===== src/rtl/cts_pkg.sv =====
`timescale 1ns / 1ps
// ----------------------------------------------------------------------------
// CSS color token scanner package
// Scanner state codes, token kinds, character codes and the step result.
// ----------------------------------------------------------------------------
package cts_pkg;

    // Scanner mode: idle, inside a hex run, partial prefixes, inside a function.
    typedef enum logic [3:0] {
        M_IDLE = 4'd0,
        M_HEX  = 4'd1,
        M_R    = 4'd2,
        M_RG   = 4'd3,
        M_RGB  = 4'd4,
        M_RGBA = 4'd5,
        M_H    = 4'd6,
        M_HS   = 4'd7,
        M_HSL  = 4'd8,
        M_HSLA = 4'd9,
        M_FUNC = 4'd10
    } mode_t;

    // Token kind codes as reported on the output.
    localparam logic [2:0] K_HEX  = 3'd0;
    localparam logic [2:0] K_RGB  = 3'd1;
    localparam logic [2:0] K_RGBA = 3'd2;
    localparam logic [2:0] K_HSL  = 3'd3;
    localparam logic [2:0] K_HSLA = 3'd4;

    // Characters the automaton reacts to.
    localparam logic [7:0] CH_HASH   = 8'h23;
    localparam logic [7:0] CH_LPAREN = 8'h28;
    localparam logic [7:0] CH_RPAREN = 8'h29;
    localparam logic [7:0] CH_A      = 8'h61;
    localparam logic [7:0] CH_B      = 8'h62;
    localparam logic [7:0] CH_G      = 8'h67;
    localparam logic [7:0] CH_H      = 8'h68;
    localparam logic [7:0] CH_L      = 8'h6C;
    localparam logic [7:0] CH_R      = 8'h72;
    localparam logic [7:0] CH_S      = 8'h73;

    // Hex run limits.
    localparam logic [2:0] HEX_MIN_DIGITS  = 3'd3;
    localparam logic [2:0] HEX_LAST_DIGITS = 3'd7;
    localparam logic [3:0] HEX_FULL_LEN    = 4'd9;

    // What one scanner step reports besides its next state.
    typedef struct packed {
        logic       emit;     // a token ends on this byte
        logic       is_func;  // token length comes from the offsets
        logic [2:0] kind;     // token kind code
        logic [3:0] hex_len;  // length of a hex token
        logic       mark;     // this byte opens a candidate token
    } step_res_t;

endpackage


===== src/rtl/css_color_token_scanner.sv =====
`timescale 1ns / 1ps
// ----------------------------------------------------------------------------
// CSS color token scanner
// Reports hex colors and rgb/rgba/hsl/hsla functions as kind, offset, length.
// ----------------------------------------------------------------------------
//  Channel | Handshake                  | Payload
//  --------+----------------------------+-----------------------------------------
//  text    | text_valid / text_ready    | text_byte, end_of_text
//  token   | token_valid / token_ready  | token_kind, token_start, token_length,
//          |                            | token_index
//
// One text beat per cycle while the token register can take a result; a beat
// enters an input register, is scanned from there, and its token, if any, is
// written into the output register. The per-byte automaton step sets the rate.
// Reset clears the scanner to idle with offset and token count at zero.
// A stalled token register holds the scanner; the input register still takes
// one more beat, and text_ready drops only when both are full.
// ----------------------------------------------------------------------------
module css_color_token_scanner
    import cts_pkg::*;
#(
    parameter int OFFSET_WIDTH = 32,
    parameter int DEPTH_WIDTH  = 16
)
(
    input  logic        clk,
    input  logic        rst_n,
    input  logic        text_valid,
    output logic        text_ready,
    input  logic [7:0]  text_byte,
    input  logic        end_of_text,
    output logic        token_valid,
    input  logic        token_ready,
    output logic [2:0]  token_kind,
    output logic [31:0] token_start,
    output logic [31:0] token_length,
    output logic [31:0] token_index
);

    // Input register.
    logic                    s_valid_reg;
    logic [7:0]              s_byte_reg;
    logic                    s_last_reg;

    // Scanner state.
    mode_t                   mode_reg;
    logic [2:0]              digits_reg;
    logic [DEPTH_WIDTH-1:0]  depth_reg;
    logic [2:0]              fkind_reg;
    logic [OFFSET_WIDTH-1:0] origin_reg;
    logic [OFFSET_WIDTH-1:0] offset_reg;
    logic [31:0]             count_reg;

    // Output register.
    logic                    o_valid_reg;
    logic [2:0]              o_kind_reg;
    logic [31:0]             o_start_reg;
    logic [31:0]             o_length_reg;
    logic [31:0]             o_index_reg;

    mode_t                   mode_next;
    logic [2:0]              digits_next;
    logic [DEPTH_WIDTH-1:0]  depth_next;
    logic [2:0]              fkind_next;
    step_res_t               res;

    logic                    proc;
    logic                    flush;
    logic                    emit;
    logic [2:0]              kind;
    logic [3:0]              hex_len;
    logic [OFFSET_WIDTH-1:0] length_full;
    logic [31:0]             length_32;
    logic [31:0]             start_32;

    // The scanner steps when a byte waits and the token register can take a result.
    assign proc       = s_valid_reg && (!o_valid_reg || token_ready);
    assign text_ready = !s_valid_reg || proc;

    cts_fsm #(
        .DEPTH_WIDTH (DEPTH_WIDTH)
    ) u_fsm (
        .text_byte   (s_byte_reg),
        .mode        (mode_reg),
        .digits      (digits_reg),
        .depth       (depth_reg),
        .fkind       (fkind_reg),
        .mode_next   (mode_next),
        .digits_next (digits_next),
        .depth_next  (depth_next),
        .fkind_next  (fkind_next),
        .res         (res)
    );

    // End of text flushes a pending hex run of three or more digits.
    assign flush   = s_last_reg && !res.emit && (mode_next == M_HEX)
                     && (digits_next >= HEX_MIN_DIGITS);
    assign emit    = res.emit || flush;
    assign kind    = flush ? K_HEX : res.kind;
    assign hex_len = flush ? ({1'b0, digits_next} + 4'd1) : res.hex_len;

    // Token length: offset span for functions, digit count plus the '#' for hex runs.
    assign length_full = res.is_func
                         ? (offset_reg - origin_reg + 1'b1)
                         : {{(OFFSET_WIDTH-4){1'b0}}, hex_len};

    // Offsets are reported in 32 bits.
    if (OFFSET_WIDTH >= 32)
    begin : g_wide
        assign length_32 = length_full[31:0];
        assign start_32  = origin_reg[31:0];
    end
    else
    begin : g_narrow
        assign length_32 = {{(32-OFFSET_WIDTH){1'b0}}, length_full};
        assign start_32  = {{(32-OFFSET_WIDTH){1'b0}}, origin_reg};
    end

    // Input register.
    always_ff @(posedge clk or negedge rst_n)
    begin
        if (!rst_n)
        begin
            s_valid_reg <= 1'b0;
        end
        else if (text_ready)
        begin
            s_valid_reg <= text_valid;
        end
    end

    always_ff @(posedge clk)
    begin
        if (text_ready && text_valid)
        begin
            s_byte_reg <= text_byte;
            s_last_reg <= end_of_text;
        end
    end

    // Scanner state; the last byte of a text returns everything to reset.
    always_ff @(posedge clk or negedge rst_n)
    begin
        if (!rst_n)
        begin
            mode_reg   <= M_IDLE;
            digits_reg <= '0;
            depth_reg  <= '0;
            fkind_reg  <= '0;
            origin_reg <= '0;
            offset_reg <= '0;
            count_reg  <= '0;
        end
        else if (proc)
        begin
            if (s_last_reg)
            begin
                mode_reg   <= M_IDLE;
                digits_reg <= '0;
                depth_reg  <= '0;
                fkind_reg  <= '0;
                origin_reg <= '0;
                offset_reg <= '0;
                count_reg  <= '0;
            end
            else
            begin
                mode_reg   <= mode_next;
                digits_reg <= digits_next;
                depth_reg  <= depth_next;
                fkind_reg  <= fkind_next;
                offset_reg <= offset_reg + 1'b1;
                if (res.mark)
                begin
                    origin_reg <= offset_reg;
                end
                if (emit)
                begin
                    count_reg <= count_reg + 1'b1;
                end
            end
        end
    end

    // Token register.
    always_ff @(posedge clk or negedge rst_n)
    begin
        if (!rst_n)
        begin
            o_valid_reg <= 1'b0;
        end
        else if (proc)
        begin
            o_valid_reg <= emit;
        end
        else if (token_ready)
        begin
            o_valid_reg <= 1'b0;
        end
    end

    always_ff @(posedge clk)
    begin
        if (proc && emit)
        begin
            o_kind_reg   <= kind;
            o_start_reg  <= start_32;
            o_length_reg <= length_32;
            o_index_reg  <= count_reg;
        end
    end

    assign token_valid  = o_valid_reg;
    assign token_kind   = o_kind_reg;
    assign token_start  = o_start_reg;
    assign token_length = o_length_reg;
    assign token_index  = o_index_reg;

    // Inside a function the nesting depth never drops to zero.
    a_func_depth: assert property (@(posedge clk) disable iff (!rst_n)
        mode_reg == M_FUNC |-> depth_reg != '0)
        else $error("function mode with zero paren depth");

    // The hex digit count is only nonzero inside a hex run.
    a_digits_idle: assert property (@(posedge clk) disable iff (!rst_n)
        mode_reg != M_HEX |-> digits_reg == '0)
        else $error("hex digit count outside a hex run");

    // The last byte of a text leaves the scanner at reset.
    a_last_reset: assert property (@(posedge clk) disable iff (!rst_n)
        proc && s_last_reg |=> mode_reg == M_IDLE && offset_reg == '0
                               && count_reg == '0)
        else $error("scanner not reset after end of text");

    // Hex tokens are four to nine bytes long.
    a_hex_len: assert property (@(posedge clk) disable iff (!rst_n)
        token_valid && token_kind == K_HEX |-> token_length >= 32'd4
                                               && token_length <= 32'd9)
        else $error("hex token length out of range");

    // A waiting token is never overwritten.
    a_no_overwrite: assert property (@(posedge clk) disable iff (!rst_n)
        o_valid_reg && !token_ready |-> !proc)
        else $error("scanner stepped while token register was full");

endmodule


===== src/rtl/cts_fsm.sv =====
`timescale 1ns / 1ps
// ----------------------------------------------------------------------------
// CSS color token scanner step logic
// Combinational next state of the prefix automaton, hex run and paren depth.
// ----------------------------------------------------------------------------
module cts_fsm
    import cts_pkg::*;
#(
    parameter int DEPTH_WIDTH = 16
)
(
    input  logic [7:0]             text_byte,
    input  mode_t                  mode,
    input  logic [2:0]             digits,
    input  logic [DEPTH_WIDTH-1:0] depth,
    input  logic [2:0]             fkind,
    output mode_t                  mode_next,
    output logic [2:0]             digits_next,
    output logic [DEPTH_WIDTH-1:0] depth_next,
    output logic [2:0]             fkind_next,
    output step_res_t              res
);

    logic                   is_hex;
    logic                   rescan;
    logic [DEPTH_WIDTH-1:0] depth_dec;

    // Hex digit classes: 0-9, a-f, A-F.
    always_comb
    begin
        is_hex = text_byte inside {[8'h30:8'h39], [8'h41:8'h46], [8'h61:8'h66]};
    end

    assign depth_dec = (depth != '0) ? depth - 1'b1 : depth;

    // One automaton step; a broken prefix falls back to idle and rescans the byte.
    always_comb
    begin
        mode_next   = mode;
        digits_next = digits;
        depth_next  = depth;
        fkind_next  = fkind;
        res         = '0;
        rescan      = 1'b0;

        case (mode)
            M_HEX:
            begin
                if (is_hex)
                begin
                    if (digits == HEX_LAST_DIGITS)
                    begin
                        res.emit    = 1'b1;
                        res.kind    = K_HEX;
                        res.hex_len = HEX_FULL_LEN;
                        mode_next   = M_IDLE;
                        digits_next = '0;
                    end
                    else
                    begin
                        digits_next = digits + 1'b1;
                    end
                end
                else
                begin
                    if (digits >= HEX_MIN_DIGITS)
                    begin
                        res.emit    = 1'b1;
                        res.kind    = K_HEX;
                        res.hex_len = {1'b0, digits} + 4'd1;
                    end
                    digits_next = '0;
                    rescan      = 1'b1;
                end
            end
            M_FUNC:
            begin
                if (text_byte == CH_LPAREN)
                begin
                    if (depth != '1)
                    begin
                        depth_next = depth + 1'b1;
                    end
                end
                else if (text_byte == CH_RPAREN)
                begin
                    depth_next = depth_dec;
                    if (depth_dec == '0)
                    begin
                        res.emit    = 1'b1;
                        res.is_func = 1'b1;
                        res.kind    = fkind;
                        mode_next   = M_IDLE;
                        fkind_next  = '0;
                    end
                end
            end
            M_R:
            begin
                if (text_byte == CH_G) mode_next = M_RG;
                else rescan = 1'b1;
            end
            M_RG:
            begin
                if (text_byte == CH_B) mode_next = M_RGB;
                else rescan = 1'b1;
            end
            M_RGB:
            begin
                if (text_byte == CH_A)
                begin
                    mode_next = M_RGBA;
                end
                else if (text_byte == CH_LPAREN)
                begin
                    mode_next  = M_FUNC;
                    fkind_next = K_RGB;
                    depth_next = DEPTH_WIDTH'(1);
                end
                else
                begin
                    rescan = 1'b1;
                end
            end
            M_RGBA:
            begin
                if (text_byte == CH_LPAREN)
                begin
                    mode_next  = M_FUNC;
                    fkind_next = K_RGBA;
                    depth_next = DEPTH_WIDTH'(1);
                end
                else
                begin
                    rescan = 1'b1;
                end
            end
            M_H:
            begin
                if (text_byte == CH_S) mode_next = M_HS;
                else rescan = 1'b1;
            end
            M_HS:
            begin
                if (text_byte == CH_L) mode_next = M_HSL;
                else rescan = 1'b1;
            end
            M_HSL:
            begin
                if (text_byte == CH_A)
                begin
                    mode_next = M_HSLA;
                end
                else if (text_byte == CH_LPAREN)
                begin
                    mode_next  = M_FUNC;
                    fkind_next = K_HSL;
                    depth_next = DEPTH_WIDTH'(1);
                end
                else
                begin
                    rescan = 1'b1;
                end
            end
            M_HSLA:
            begin
                if (text_byte == CH_LPAREN)
                begin
                    mode_next  = M_FUNC;
                    fkind_next = K_HSLA;
                    depth_next = DEPTH_WIDTH'(1);
                end
                else
                begin
                    rescan = 1'b1;
                end
            end
            default:
            begin
                rescan = 1'b1;
            end
        endcase

        // Scan the byte from idle.
        if (rescan)
        begin
            mode_next = M_IDLE;
            case (text_byte)
                CH_HASH:
                begin
                    mode_next   = M_HEX;
                    digits_next = '0;
                    res.mark    = 1'b1;
                end
                CH_R:
                begin
                    mode_next = M_R;
                    res.mark  = 1'b1;
                end
                CH_H:
                begin
                    mode_next = M_H;
                    res.mark  = 1'b1;
                end
                default:
                begin
                    mode_next = M_IDLE;
                end
            endcase
        end
    end

endmodule


===== config.mk =====
export PLATFORM = sky130hd
export DESIGN_NAME = css_color_token_scanner
export DESIGN_NICKNAME = d
export VERILOG_FILES = /design/src/rtl/cts_pkg.sv /design/src/rtl/css_color_token_scanner.sv /design/src/rtl/cts_fsm.sv
export SDC_FILE = /design/constraint.sdc
export NUM_CORES = 1
export LEC_CHECK = 0
export BUFFER_PORTS_ARGS = -buffer_cell sky130_fd_sc_hd__buf_4
export CORE_UTILIZATION = 40
export CTS_CLUSTER_DIAMETER = 30
export CTS_CLUSTER_SIZE = 28
export DETAILED_ROUTE_END_ITERATION = 8
export SLEW_MARGIN = 30
export SYNTH_ARGS = -nofsm -noshare
export SYNTH_HDL_FRONTEND = slang
export SYNTH_SLANG_ARGS = --single-unit

===== constraint.sdc =====
create_clock -name clk -period 6.16 [get_ports clk]
set_clock_uncertainty 0.15 [all_clocks]
set_input_delay 1.232 -clock clk [delete_from_list [all_inputs] [get_ports clk]]
set_output_delay 1.232 -clock clk [all_outputs]
set_load 0.02 [all_outputs]

-- Yosys cells after proc, flatten, opt, wreduce, memory -nomap -nowiden
Index checks and enable logic that the tools add are counted.
- register bits after elaboration: 232
- bits of input ports: 13
- output and inout port bits: 101
- logic and storage cells: 171
- reduce and logical (&&, ||, !) cells: 30
- multiplexer cells: 73
- equal/unequal tests: 35
- $add $sub $neg: 9
- $lt $le $gt $ge: 8
- operators by type and width (operator ; number):
    $mux 32 ; 5
    $mux 16 ; 7
    $add 32x1->32 const B ; 3
    $mux 4 ; 19
    $eq 8x7->1 const B ; 7
    $mux 3 ; 16
    $pmux 16 s3 ; 1
    $pmux 4 s9 ; 1
    $sub 32x32->32 ; 1
    $eq 8x6->1 const B ; 3
    $ne 3x2->1 const B ; 6
    $add 16x1->16 const B ; 1
    $eq 4x3->1 const B ; 4
    $ge 8x7->1 const B ; 2
    $le 8x7->1 const B ; 2
    $logic_not 16->1 ; 1
    $ne 16x16->1 const B ; 1
    $reduce_bool 16->1 ; 1
    $sub 16x1->16 const B ; 1
    $mux 1 ; 15
    $mux 5 ; 3
    $pmux 3 s5 ; 1
    $eq 4x4->1 const B ; 3
    $ne 3x3->1 const B ; 4
    27 further kinds ; 47

-- Longest topological paths before layout
- depth in word-level cells: 14
- depth in mapped cells: 19
- mapped depth without buffers: 17

-- Modules after synthesis
Synthesis repeated with hierarchy kept, for this count alone.
- cell total of the unflattened synthesis: 1380
- area total of the unflattened synthesis: 13480.4 um2
- modules (own cells, without submodules) (module ; cells each ; area an instance (um2) ; times used ; sequential area each (um2)):
    css_color_token_scanner ; 1026 ; 11307.1 ; 1 ; 6346.1
    cts_fsm ; 354 ; 2173.3 ; 1 ; 0.0

-- Least setup slack after synthesis
No wires, ideal clock.
- kind: register to register
- from: register s_byte_reg[3]
- to: register count_reg[27]
- path buffers: 2
- cell stages (with the launch flop): 19
- data required time: 5.878 ns
- setup slack: 0.844 ns
- period minus slack after synthesis: 5.316 ns
- data arrival time: 5.034 ns
- setup time: 0.132 ns
- cell sequence: edfxtp_1 clkbuf_1 or4b_1 a211oi_1 o211ai_1 nor3_2 nor2b_1 a21oi_1 ha_1 ha_1 a31oi_1 o41ai_1 o32a_1 o211ai_2 o31ai_4 buf_2 nand4_1 xor2_1 nor2_1
- word-level cells in the longest chain between the ends: 12
- elaborated cells on any way between the ends: 58
- those cells by class: order compare: 7; eq/ne: 11; mux: 29; reduce/logical: 11
- RTL lines (what ; line ; text):
    start: declaration ; css_color_token_scanner.sv:42 ; logic [7:0] s_byte_reg;
    start signal: assignment ; css_color_token_scanner.sv:136 ; s_byte_reg <= text_byte;
    parallel branches: the longest is 9 deep, another holds $ge 8x6->1 ; - ;
    $logic_or 1x1->1 * ; css_color_token_scanner.sv:98 ; assign emit = res.emit || flush;
    $reduce_bool 2->1 (no source line) * ; - ;
    $reduce_and 2->1 (no source line) * ; - ;
    end signal: assignment ; css_color_token_scanner.sv:179 ; count_reg <= count_reg + 1'b1;
    end: declaration ; css_color_token_scanner.sv:52 ; logic [31:0] count_reg;
Every way passes the cells marked *.
A chain may end at the register's enable or synchronous reset.

-- Worst setup path after layout
- from: register s_byte_reg[1]
- to: register count_reg[27]
Same word-level chain as after synthesis.

==> impl_metrics.tcl <==
set metrics [dict create \
    slowest_stage "or4_1" \
    via_count_of_the_first_global_routing_pass 9341 \
    cts-resized-gates 0 \
    synth.top_cells.by_area "edfxtp_1 (26%), dfrtp_1 (25%), ha_1 (7.0%)" \
    ctsLongestPathBuffers 3 \
    final.min_clock_period_ns 5.00 \
    hold_violations 0 \
    worstSkewPairLatency_ns 0.55 \
    hold_buffers 0 \
    timing_worst_setup_path_type "reg -> reg" \
    dominant_cell_type_by_area_after_synthesis "edfxtp_1" \
    post-cts-setup-buffer-count 0 \
    drt_iter0_markers 576 \
    cp.buffers_inverters 1 \
    vias 9589 \
    port_buffers 113 \
    timing.max_cap.violations 0 \
    synth.ff_latch_count 232 \
    floorplan.rows 64 \
    dp_hpwl_um 20000 \
    antenna_left 0 \
    post_synth_arst_share_pct 53.4 \
    arrival_worst_endpoint_ns 5.26 \
    hold_path.class "reg -> reg" \
    clock_tree_from_tritoncts "yes" \
    dr.pass1.iters 5 \
    worst-path-stages 17 \
    number_of_nets_in_the_layout 1421 \
    antenna_found_initial 0 \
    cts.root.buffer_cell "clkbuf_16" \
    synthesis.area_per_instance_um2 10.3 \
    wire_per_inst_um 16.0 \
    netlist_area_um2 12400 \
    timing.critical_path.cells "or4_1 -> or3_1 -> a32o_1 -> nor3_2 -> nor2b_1 -> nor2_1 -> ha_1 -> ha_1 -> a31oi_1 -> o41ai_1 -> o32a_1 -> o211ai_2 -> o31ai_4 -> buf_4 -> nand4_1 -> xor2_1 -> nor2_1" \
    required_ns 6.42 \
    number_of_enable_type_register_cells_in_the_synthesized_netlist 108 \
    power_density_over_cell_area_nw_per_um2 320 \
    max_clock_freq_mhz 200 \
    cp_max_fo 54 \
    setup_tns_ns 0 \
    cts-htree-levels 2 \
    globalRoute.totalOverflow 0 \
    chip_height_um 178 \
    syn-num-nets 1297 \
    syn_to_final_growth_pct 23.5 \
    drc_errors 0 \
    antenna_cells_inserted 0 \
    design.core.area_um2 30600 \
    globalplace.congestion 0.890 \
    synth-seq-area-share_pct 51.0 \
    clkTransAtPathRegs_ns 0.05 \
    static_leakage_nw 6.48 \
    die_w_um 178 \
    cp_slowest_stage_delay_ns 0.61 \
    first_pass_grt_wire_length_um 46400 \
    synth_top_area_share_pct 26.1 \
    initial_core_util_pct 40.7 \
    groute.usage.overall_pct 18.1 \
    outcome "complete, no violations" \
    synthDistinctLibCells 75 \
    die-area_um2 31800 \
    ff2ff_path_depth 17 \
    layout-drive-gt1-share_pct 17.1 \
    top_level_ports 114 \
    top_reg_cell_synth "dfrtp_1" \
    critPathCaptureType "flip-flop" \
    detail_route.wirelength_um 28400 \
    power.ir.vdd_worst_uv 208 \
    rsz_0062_raised_after_global_routing "no" \
    power_w 0.00493 \
    max-slew-margin-rel_pct 42.1 \
    via_per_inst 5.41 \
    worst_pin_slew_ns 0.858 \
    timing.final.max_slew_violations 0 \
    post-route-period-util_pct 81.2 \
    hold_depth 0 \
    critical_path.top_delay_family "simple AND/OR/NAND/NOR gates" \
    synthesis.instances 1213 \
    tritoncts_num_sinks 232 \
    timing.final.setup_violations 0 \
    nFillCells 2796 \
    cts_inserted_buffers 49 \
    timing.critical_path.from_type "flip-flop" \
    yosys_warnings 0 \
    pin_count_of_the_biggest_net_entering_global_routing 56 \
]
[kinds of logic after synthesis]
logic type               share of synthesized area [%]
XOR/XNOR                                          4.92
buffers and inverters                             3.51
adder cells (fa/ha/maj)                           7.20
AND/OR/NAND/NOR                                   18.7
flip-flops                                        51.0
multiplexers                                     0.332
AO/OA/AOI/OAI                                     14.4
[synthesized netlist by cell type (all sizes together), types with 7 or more instances]
library cell,instances
or2,7
nand2,83
dfrtp,124
xor2,42
ha,70
inv,59
o41ai,7
clkbuf,42
a22o,35
nor2b,22
a21o,19
nor2,136
and3,16
o21ai,77
buf,11
a31oi,15
xnor2,27
o31ai,15
a21oi,61
nor3,39
nand4,22
nand3,30
nand2b,13
edfxtp,108
or3,22
and2,13
nor4,15
[path summary, 6_finish.rpt]
kind,from,end,slack (ns)
setup / recovery,s_byte_reg[1]$_DFFE_PP_,count_reg[27]$_DFFE_PN0P_,1.16
setup reg to reg,s_byte_reg[1]$_DFFE_PP_,count_reg[27]$_DFFE_PN0P_,1.16
hold reg to reg,origin_reg[2]$_DFFE_PN0P_,token_start[2]$_DFFE_PP_,0.31
hold / removal,origin_reg[2]$_DFFE_PN0P_,token_start[2]$_DFFE_PP_,0.31
min in group asynchronous,rst_n,depth_reg[4]$_DFFE_PN0P_,0.62
max in group asynchronous,rst_n,count_reg[0]$_DFFE_PN0P_,4.19
[per-stage QoR]
step           hold slack, ns  area [um^2]  instances  worst slack (ns)  util (%)
6_report                0.315        15400       1774              1.16      50.3
5_1_grt                 0.332        15400       1774             0.611      50.3
4_1_cts                 0.314        15400       1774             0.945      50.3
3_5_place_dp            0.315        13700       1682             0.964      44.7
3_3_place_gp            0.309        13700       1682              1.19      44.7
2_1_floorplan           0.285        12400       1213             0.844         -
[power breakdown]
part | internal [W] | switching (W) | total, W
Combinational | 0.000273 | 0.000368 | 0.000640
Clock | 0.00173 | 0.000860 | 0.00259
Sequential | 0.00164 | 0.0000503 | 0.00169
[cell usage in the layout (no fill, tap or decap), drive strengths merged, types with 6 or more instances in the layout]
cell type / instances
and3: 16
a21o: 19
nor2: 136
a22o: 35
clkinvlp: 8
or4: 6
nand2b: 13
o41ai: 7
nor3: 39
nor4: 15
o21ai: 77
o31ai: 15
nand3: 30
and2: 13
a31oi: 15
clkbuf: 56
xnor2: 27
or3: 22
edfxtp: 108
nor2b: 22
a21oi: 61
clkinv: 21
nand2: 83
buf: 126
o21a: 6
nand4: 22
bufinv: 6
dfrtp: 124
or2: 7
inv: 61
xor2: 42
a211oi: 6
ha: 70
[routing by layer]
metal / global-route usage, % / up-vias / wire length [um]
met4: 6.50 / 0 / 808
met1: 24.0 / 4566 / 13000
met3: 3.01 / 66 / 1290
li1: - / 4714 / -
met5: 0 / - / 0
met2: 29.9 / 243 / 13300
[layout make-up]
| type | instances | area [um^2] | share of cell area, % |
|---|---|---|---|
| Clock buffer | 56 | 1260 | 8.21 |
| Multi-Input combinational cell | 868 | 5680 | 36.9 |
| Inverter | 60 | 225 | 1.46 |
| Timing Repair Buffer | 126 | 946 | 6.15 |
| Clock inverter | 36 | 424 | 2.76 |
| Sequential cell | 232 | 6350 | 41.3 |
| Tap cell | 396 | 495 | 3.22 |
Power figures use the tool's default switching activity.
